===== config.mk =====
export PLATFORM = sky130hd
export DESIGN_NAME = trial_division_prime_generator_top
export DESIGN_NICKNAME = d
export VERILOG_FILES = /design/src/rtl/tdpg_pkg.sv /design/src/rtl/tdpg_rem.sv /design/src/rtl/trial_division_prime_generator_top.sv
export VERILOG_INCLUDE_DIRS = /design/src /design/src/rtl
export SDC_FILE = /design/constraint.sdc
export NUM_CORES = 1
export LEC_CHECK = 0
export ABC_AREA = 1
export BUFFER_PORTS_ARGS = -buffer_cell sky130_fd_sc_hd__buf_2
export CAP_MARGIN = 20
export CORE_MARGIN = 2
export CORE_UTILIZATION = 30
export CTS_CLUSTER_SIZE = 40
export DETAILED_ROUTE_END_ITERATION = 8
export MAX_ROUTING_LAYER = met4
export PLACE_DENSITY = 0.41
export SLEW_MARGIN = 15
export SYNTH_ARGS = -nofsm -noshare
export SYNTH_HDL_FRONTEND = slang
export SYNTH_HIERARCHICAL = 1
export SYNTH_SLANG_ARGS = --single-unit

===== constraint.sdc =====
create_clock -name aclk -period 3.64 [get_ports aclk]
set_input_delay 0.546 -clock aclk [delete_from_list [all_inputs] [get_ports aclk]]
set_output_delay 0.546 -clock aclk [all_outputs]
set_load 0.005 [all_outputs]

===== src/rtl/trial_division_prime_generator_top_macros.svh =====
// Assertion macros shared by the RTL files.
// Checks are compiled only in simulation; synthesis sees empty bodies.
`ifndef TRIAL_DIVISION_PRIME_GENERATOR_TOP_MACROS_SVH
`define TRIAL_DIVISION_PRIME_GENERATOR_TOP_MACROS_SVH

`ifndef SYNTHESIS

// Clocked check, masked while reset is asserted
`define TDPG_ASSERT(label, clk, rst_n, prop) \
    label: assert property (@(posedge clk) disable iff (!rst_n) (prop)) \
        else $error("tdpg: check failed");

// Clocked check that also holds through reset
`define TDPG_ASSERT_ALWAYS(label, clk, prop) \
    label: assert property (@(posedge clk) (prop)) \
        else $error("tdpg: check failed");

`else

`define TDPG_ASSERT(label, clk, rst_n, prop)
`define TDPG_ASSERT_ALWAYS(label, clk, prop)

`endif

`endif


===== src/rtl/tdpg_pkg.sv =====
package tdpg_pkg;

    // Fixed field widths of the request and result words
    localparam int START_W = 16;
    localparam int COUNT_W = 7;
    localparam int VALUE_OUT_W = 32;
    localparam int INDEX_W = 6;

    // Sequencer states
    typedef enum logic [2:0] {
        ST_IDLE,
        ST_TEST,
        ST_CHECK,
        ST_DIV,
        ST_EMIT,
        ST_NEXT,
        ST_OVF
    } state_t;

    // Status returned by the remainder unit
    typedef struct packed {
        logic done;   // one-cycle pulse, remainder ready
        logic zero;   // remainder is zero (valid with done)
    } rem_stat_t;

endpackage


===== src/rtl/tdpg_rem.sv =====
`include "trial_division_prime_generator_top_macros.svh"

// Bit-serial remainder unit: one dividend bit per cycle, MSB first,
// restoring step against a narrow divisor.
module tdpg_rem #(
    parameter int VALUE_WIDTH = 32,
    localparam int DIV_W = (VALUE_WIDTH + 1) / 2 + 1
) (
    input  logic                   aclk,
    input  logic                   aresetn,
    input  logic                   start_i,
    input  logic [VALUE_WIDTH-1:0] dividend_i,
    input  logic [DIV_W-1:0]       divisor_i,
    output tdpg_pkg::rem_stat_t    stat_o
);

    localparam int CNT_W = $clog2(VALUE_WIDTH);

    logic                   busy_reg, busy_next;
    logic                   done_reg, done_next;
    logic [CNT_W-1:0]       cnt_reg, cnt_next;
    logic [VALUE_WIDTH-1:0] shift_reg, shift_next;
    logic [DIV_W-1:0]       rem_reg, rem_next;

    logic [DIV_W:0] trial;
    logic [DIV_W:0] diff;

    // One restoring step
    assign trial = {rem_reg, shift_reg[VALUE_WIDTH-1]};
    assign diff  = trial - {1'b0, divisor_i};

    always_comb begin
        busy_next  = busy_reg;
        done_next  = 1'b0;
        cnt_next   = cnt_reg;
        shift_next = shift_reg;
        rem_next   = rem_reg;
        if (start_i) begin
            busy_next  = 1'b1;
            cnt_next   = CNT_W'(VALUE_WIDTH - 1);
            shift_next = dividend_i;
            rem_next   = '0;
        end else if (busy_reg) begin
            shift_next = {shift_reg[VALUE_WIDTH-2:0], 1'b0};
            if (trial >= {1'b0, divisor_i}) begin
                rem_next = diff[DIV_W-1:0];
            end else begin
                rem_next = trial[DIV_W-1:0];
            end
            cnt_next = cnt_reg - CNT_W'(1);
            if (cnt_reg == '0) begin
                busy_next = 1'b0;
                done_next = 1'b1;
            end
        end
    end

    always_ff @(posedge aclk) begin
        if (!aresetn) begin
            busy_reg <= 1'b0;
            done_reg <= 1'b0;
            cnt_reg  <= '0;
        end else begin
            busy_reg <= busy_next;
            done_reg <= done_next;
            cnt_reg  <= cnt_next;
        end
        shift_reg <= shift_next;
        rem_reg   <= rem_next;
    end

    assign stat_o.done = done_reg;
    assign stat_o.zero = (rem_reg == '0);

    // A new division never starts over one in flight
    `TDPG_ASSERT(a_rem_start_idle, aclk, aresetn, start_i |-> !busy_reg)
    // Final bit leads to the done pulse
    `TDPG_ASSERT(a_rem_done_follows, aclk, aresetn,
        (busy_reg && !start_i && cnt_reg == '0) |=> done_reg)
    // Done only once the unit has gone idle
    `TDPG_ASSERT(a_rem_done_idle, aclk, aresetn, done_reg |-> !busy_reg)

endmodule


===== src/rtl/trial_division_prime_generator_top.sv =====
// Channel  | Ports                                                          | Direction
// request  | s_valid s_ready s_start_value s_prime_count                    | in
// result   | m_valid m_ready m_prime_value m_prime_index m_last m_overflow  | out
//
// Each candidate is set up and then divided by each trial divisor in turn in the
// bit-serial remainder unit; a prime near n costs about sqrt(n) divisors.
// A request lasts as long as its search runs.
// Reset (aresetn low, synchronous) returns to idle with no result pending.
// The search stalls only when a result is ready and the output word is
// still held; the next request is taken as soon as the last result is loaded.
`include "trial_division_prime_generator_top_macros.svh"

module trial_division_prime_generator_top #(
    parameter int VALUE_WIDTH = 32,
    parameter int MAX_RUN = 64
) (
    input  logic                                aclk,
    input  logic                                aresetn,
    input  logic                                s_valid,
    output logic                                s_ready,
    input  logic [tdpg_pkg::START_W-1:0]        s_start_value,
    input  logic [tdpg_pkg::COUNT_W-1:0]        s_prime_count,
    output logic                                m_valid,
    input  logic                                m_ready,
    output logic [tdpg_pkg::VALUE_OUT_W-1:0]    m_prime_value,
    output logic [tdpg_pkg::INDEX_W-1:0]        m_prime_index,
    output logic                                m_last,
    output logic                                m_overflow
);

    localparam int DIV_W = (VALUE_WIDTH + 1) / 2 + 1;
    localparam int SQ_W = VALUE_WIDTH + 2;
    localparam int CW = tdpg_pkg::COUNT_W;
    localparam int SW = tdpg_pkg::START_W;
    localparam int OW = tdpg_pkg::VALUE_OUT_W;

    tdpg_pkg::state_t state_reg, state_next;

    logic [VALUE_WIDTH-1:0] n_reg, n_next;
    logic [DIV_W-1:0]       d_reg, d_next;
    logic [SQ_W-1:0]        sq_reg, sq_next;
    logic [CW-1:0]          want_reg, want_next;
    logic [CW-1:0]          found_reg, found_next;

    logic                           m_valid_reg, m_valid_next;
    logic [OW-1:0]                  val_reg, val_next;
    logic [tdpg_pkg::INDEX_W-1:0]   idx_reg, idx_next;
    logic                           last_reg, last_next;
    logic                           ovf_reg, ovf_next;

    logic                    rem_start;
    tdpg_pkg::rem_stat_t     rem_stat;

    logic [VALUE_WIDTH+SW-1:0] start_ext;
    logic                      start_above;
    logic [VALUE_WIDTH+OW-1:0] val_ext;
    logic [SQ_W-1:0]           n_ext;
    logic [CW-1:0]             found_inc;
    logic [CW-1:0]             want_sat;
    logic                      out_free;
    logic                      run_last;

    // Request decode: start beyond the range, saturated count
    assign start_ext   = {{VALUE_WIDTH{1'b0}}, s_start_value};
    assign start_above = |start_ext[VALUE_WIDTH+SW-1:VALUE_WIDTH];
    assign want_sat    = (s_prime_count > CW'(MAX_RUN)) ? CW'(MAX_RUN) : s_prime_count;

    assign val_ext   = {{OW{1'b0}}, n_reg};
    assign n_ext     = {2'b00, n_reg};
    assign found_inc = found_reg + CW'(1);
    assign run_last  = (found_inc == want_reg);
    assign out_free  = !m_valid_reg || m_ready;

    tdpg_rem #(
        .VALUE_WIDTH(VALUE_WIDTH)
    ) u_rem (
        .aclk       (aclk),
        .aresetn    (aresetn),
        .start_i    (rem_start),
        .dividend_i (n_reg),
        .divisor_i  (d_reg),
        .stat_o     (rem_stat)
    );

    // Search sequencer and output word load
    always_comb begin
        state_next   = state_reg;
        n_next       = n_reg;
        d_next       = d_reg;
        sq_next      = sq_reg;
        want_next    = want_reg;
        found_next   = found_reg;
        m_valid_next = m_valid_reg && !m_ready;
        val_next     = val_reg;
        idx_next     = idx_reg;
        last_next    = last_reg;
        ovf_next     = ovf_reg;
        rem_start    = 1'b0;
        s_ready      = 1'b0;
        case (state_reg)
            tdpg_pkg::ST_IDLE: begin
                s_ready = 1'b1;
                if (s_valid) begin
                    want_next  = want_sat;
                    found_next = '0;
                    n_next     = start_ext[VALUE_WIDTH-1:0];
                    if (want_sat == '0) begin
                        state_next = tdpg_pkg::ST_IDLE;
                    end else if (start_above) begin
                        state_next = tdpg_pkg::ST_OVF;
                    end else begin
                        state_next = tdpg_pkg::ST_TEST;
                    end
                end
            end
            tdpg_pkg::ST_TEST: begin
                d_next  = DIV_W'(2);
                sq_next = SQ_W'(4);
                if (n_reg < VALUE_WIDTH'(2)) begin
                    state_next = tdpg_pkg::ST_NEXT;
                end else begin
                    state_next = tdpg_pkg::ST_CHECK;
                end
            end
            tdpg_pkg::ST_CHECK: begin
                if (sq_reg > n_ext) begin
                    state_next = tdpg_pkg::ST_EMIT;
                end else begin
                    rem_start  = 1'b1;
                    state_next = tdpg_pkg::ST_DIV;
                end
            end
            tdpg_pkg::ST_DIV: begin
                if (rem_stat.done) begin
                    if (rem_stat.zero) begin
                        state_next = tdpg_pkg::ST_NEXT;
                    end else begin
                        // (d+1)^2 = d^2 + 2d + 1
                        d_next     = d_reg + DIV_W'(1);
                        sq_next    = sq_reg + SQ_W'({d_reg, 1'b1});
                        state_next = tdpg_pkg::ST_CHECK;
                    end
                end
            end
            tdpg_pkg::ST_EMIT: begin
                if (out_free) begin
                    m_valid_next = 1'b1;
                    val_next     = val_ext[OW-1:0];
                    idx_next     = found_reg[tdpg_pkg::INDEX_W-1:0];
                    last_next    = run_last;
                    ovf_next     = 1'b0;
                    found_next   = found_inc;
                    state_next   = run_last ? tdpg_pkg::ST_IDLE : tdpg_pkg::ST_NEXT;
                end
            end
            tdpg_pkg::ST_NEXT: begin
                if (&n_reg) begin
                    state_next = tdpg_pkg::ST_OVF;
                end else begin
                    n_next     = n_reg + VALUE_WIDTH'(1);
                    state_next = tdpg_pkg::ST_TEST;
                end
            end
            tdpg_pkg::ST_OVF: begin
                if (out_free) begin
                    m_valid_next = 1'b1;
                    val_next     = '0;
                    idx_next     = found_reg[tdpg_pkg::INDEX_W-1:0];
                    last_next    = 1'b1;
                    ovf_next     = 1'b1;
                    state_next   = tdpg_pkg::ST_IDLE;
                end
            end
            default: begin
                state_next = tdpg_pkg::ST_IDLE;
            end
        endcase
    end

    always_ff @(posedge aclk) begin
        if (!aresetn) begin
            state_reg   <= tdpg_pkg::ST_IDLE;
            m_valid_reg <= 1'b0;
            want_reg    <= '0;
            found_reg   <= '0;
            n_reg       <= '0;
            d_reg       <= DIV_W'(2);
            sq_reg      <= SQ_W'(4);
        end else begin
            state_reg   <= state_next;
            m_valid_reg <= m_valid_next;
            want_reg    <= want_next;
            found_reg   <= found_next;
            n_reg       <= n_next;
            d_reg       <= d_next;
            sq_reg      <= sq_next;
        end
        val_reg  <= val_next;
        idx_reg  <= idx_next;
        last_reg <= last_next;
        ovf_reg  <= ovf_next;
    end

    assign m_valid       = m_valid_reg;
    assign m_prime_value = val_reg;
    assign m_prime_index = idx_reg;
    assign m_last        = last_reg;
    assign m_overflow    = ovf_reg;

    // Reset leaves the block idle with no word pending
    `TDPG_ASSERT_ALWAYS(a_reset_idle, aclk,
        !aresetn |=> (state_reg == tdpg_pkg::ST_IDLE && !m_valid_reg))
    // Run never counts past its request
    `TDPG_ASSERT(a_found_bound, aclk, aresetn, found_reg <= want_reg)
    // A prime is only reported once the divisor square passed the candidate
    `TDPG_ASSERT(a_emit_tested, aclk, aresetn,
        (state_reg == tdpg_pkg::ST_EMIT) |-> (sq_reg > n_ext && n_reg >= VALUE_WIDTH'(2)))
    // Trial divisors start at two
    `TDPG_ASSERT(a_div_divisor, aclk, aresetn,
        (state_reg == tdpg_pkg::ST_DIV) |-> (d_reg >= DIV_W'(2)))
    // Overflow word always closes the run
    `TDPG_ASSERT(a_ovf_last, aclk, aresetn, (m_valid_reg && ovf_reg) |-> last_reg)

endmodule

==> impl_results.md <==
- Status: finished clean
- R2R Path Start: n_reg[29]$_SDFFE_PN0P_
- Clock sinks: 197
- CP endpoint kind: flop
- Max-cap violation count: 0
- Startpoint types: flop
- DR WL met3: between 1 and 1.5 mm
- Largest net degree at the start of global routing: 37
- Mapped cell area: 0.0126 sq mm
- H-tree depth: 4
- Nets: 1962
- Postcts setup bufs: 0
- Ys Warns: 6
- Post-synth ARST share: 0%
- Critical Path Sink: u_rem/shift_reg[3]$_DFFE_PP_
- Hpwl dp: 32.3 mm
- Gr usage total: 19.9%
- Reg-to-Reg End: u_rem/shift_reg[3]$_DFFE_PP_
- Setup Skew: 0.0109 ns
- RSZ-0062 raised after global routing: false
- Vias in the first global route: 11100
- Cells after synthesis: 1802
- Cts bufs inserted: 17
- Flop2flop setup slack: between 0.7 and 0.8 ns
- Area Overhead vs Synth: 12.1%
- Drt first-iter violations: 694
- Final setup fails: 0
- Worst path slowest cell: dfxtp_1
- Die height: 209 um
- Sequential Power Share: around a third
- Final hold vios: 0
- Crit path required time: about 3.8 ns
- Top Metal Used: met4
- Sw Ratio: 46.1%
- Routed WL: 41.7 mm
- FF+latch count, synth: 197
- Filler Cells Inserted: roughly 4600
- Vias: approximately 12000
- Cell breakdown of the critical path: inv_1 -> ha_1 -> a21oi_1 -> nand2_1 -> nand2_1 -> nand3_1 -> nor2_1 -> nand3_1 -> nand2_1 -> nand2_1 -> inv_1 -> nor2_1 -> inv_2 -> buf_12
- Initial antenna violation count: 0
- Antenna-violating nets left: 0
- Crit path DAT: 3.05 ns
- Congestion Overflow GR: 0
- Maximum vdd ir drop: around 0.77 mV
- Cell repeated most along the worst path: nand2_1
- Internal Power: 5300 uW
- Placed Cells: 2382
- Wl on met1: 19.8 mm
- Hold/Removal Path Class: in2reg
- Core ar.: 0.0417 sq mm
- Clock group share of total power: roughly 20%
- 1st-pass router iterations: 5
- Register area share after synthesis: a little under two fifths
- Non-filler cells, final: 2414
- Period utilisation layout: 78.9%
- Root buffer cell: clkbuf_16
- WL per Instance: 17.3 um
- Clock Latency Late Sink: about 0.5 ns
- Commonest non-fill, non-tap cell in the layout: nand2_1
- Max reg flops: 34
- WL met2: between 15 and 20 mm
- Max clock buf depth: 2
- Die Area: 0.0436 sq mm
- IO Port Bufs: 68
- Final Wtd Congestion: 0.886
- Max Freq: approximately 0.35 GHz
- Power Density: around 700 mW/mm^2
- Crit path launch: n_reg[29]$_SDFFE_PN0P_
- Placed cell area: 0.0135 sq mm
- Crit Path Max Fanout: 32
- Rows: 75
- First-pass GRT wire length: 64.6 mm
- Syn avg cell area: 6.99 sq um
- CTS clk-pin slew, worst paths: about 0.080 ns
- Syn nets: 1902
- Antenna fix cells: 0
- Final max-slew violation count: 0
- I/O pin cnt: 69
- Slowest stage delay, CP: 0.45 ns
- Slew @ Worst Pin: 0.727 ns
- Sw power: approximately 4500 uW
- Logic pwr share: 48.2%
- # hold bufs at CTS: 0
- LEAKAGE: 0.00604 uW
- Vias per std cell: 4.87
- FF-to-FF path depth: 14
- Max-slew headroom at the worst pin: 51.5%
- Most frequent cells in the layout: nand2_1, inv_1, nor2_1, a21oi_1, dfxtp_1
- Layout cells sized above 1: 9.76%
- Die Width: 209 um
- Main synth FF type: dfxtp_1
- Setup TNS: 0 ns
- Post_cts resized: 0
- Kind of critical path: reg2reg
- Synth cell types: 53
- CTS tree: built
- Post-route DRC violation count: 0
- Post-synth EDFFs: 72
- Finished layout cell area: 0.0141 sq mm
- Starting Density: between 30 and 40%
- Final min period: about 2.9 ns
cell families (layout without fill, tap and decap cells):
family | Yosys count | in the layout | share of synthesized area [%]
and+or+nand+nor | 962 | 962 | 33.1
buffers and inverters | 282 | 355 | 8.96
AOI/OAI and AO/OA | 258 | 258 | 11.4
DFF | 197 | 197 | 37.0
adders and majority gates | 73 | 73 | 7.37
xor gates and xnor gates | 28 | 28 | 1.95
muxes | 2 | 2 | 0.159
final cells by class:
cell class / count / area (sq um) / share of cell area, %
multi-input cells: 1323 / 6820 / 48.3
well taps: 539 / 674 / 4.78
clock inverters: 10 / 78.8 / 0.558
flip-flops and latches: 197 / 4660 / 33.0
clock buffers: 22 / 518 / 3.67
repair buffers: 83 / 465 / 3.30
inverters: 240 / 901 / 6.38
worst min-delay path by stage:
stage	from	endpoint	cells past startpoint
after CTS	s_prime_count[1]	want_reg[1]$_SDFFE_PN0P_	3
after detailed placement	u_rem/cnt_reg[0]$_SDFFE_PN0P_	u_rem/cnt_reg[0]$_SDFFE_PN0P_	1
after global placement	u_rem/rem_reg[12]$_SDFFE_PP0P_	u_rem/rem_reg[12]$_SDFFE_PP0P_	2
final	s_start_value[14]	n_reg[14]$_SDFFE_PN0P_	3
after global routing	s_start_value[14]	n_reg[14]$_SDFFE_PN0P_	3
after floorplan	found_reg[2]$_SDFFE_PN0P_	m_prime_index[2]$_DFFE_PP_	0
power by group through the flow:
stage                     clock network [uW]  registers [uW]  logic (uW)
after floorplan                            0            3060        3680
after global placement                     0            3160        4810
after detailed placement                   0            3160        4790
after CTS                               2050            3120        4810
after global routing                    2120            3170        5400
final                                   1980            3120        4740
Yosys cell counts, types with 19 or more instances:
| library cell | instances | area (sq um) |
|---|---|---|
| nor3_1 | 46 | 230 |
| nand2_1 | 527 | 1980 |
| clkbuf_1 | 24 | 90.1 |
| nor2_1 | 177 | 664 |
| dfxtp_1 | 125 | 2500 |
| inv_1 | 221 | 830 |
| o21ai_0 | 73 | 365 |
| ha_1 | 71 | 888 |
| nand4_1 | 34 | 213 |
| a21oi_1 | 139 | 696 |
| nand3_1 | 115 | 576 |
| edfxtp_1 | 72 | 2160 |
| xor2_1 | 19 | 166 |
critical path: cells and delay by family, from the launching register on:
kind	cells	cell delay, ns
and+or+nand+nor	8	0.80
buffers and inverters	4	0.75
DFF	1	0.45
adders and majority gates	1	0.35
AOI/OAI and AO/OA	1	0.15
metal layers:
metal / vias to the layer above / GRT usage, %
li1: 6039 / -
met1: 5475 / 25.6
met2: 195 / 31.4
met3: 49 / 3.52
met4: 0 / 7.27
met5: - / -
metrics by stage:
stage / hold WS (ns) / util (%) / setup slack (ns) / power (uW)
finish: 0.318 / 33.9 / 0.770 / 9840
global route: 0.304 / 33.9 / 0.543 / 10700
CTS: 0.286 / 33.9 / 0.769 / 9980
detailed placement: 0.461 / 32.5 / 0.791 / 7960
global placement: 0.465 / 32.5 / 0.833 / 7980
floorplan: 0.406 / - / 0.551 / 6750
Note: power is estimated with default switching activity, not from simulation.
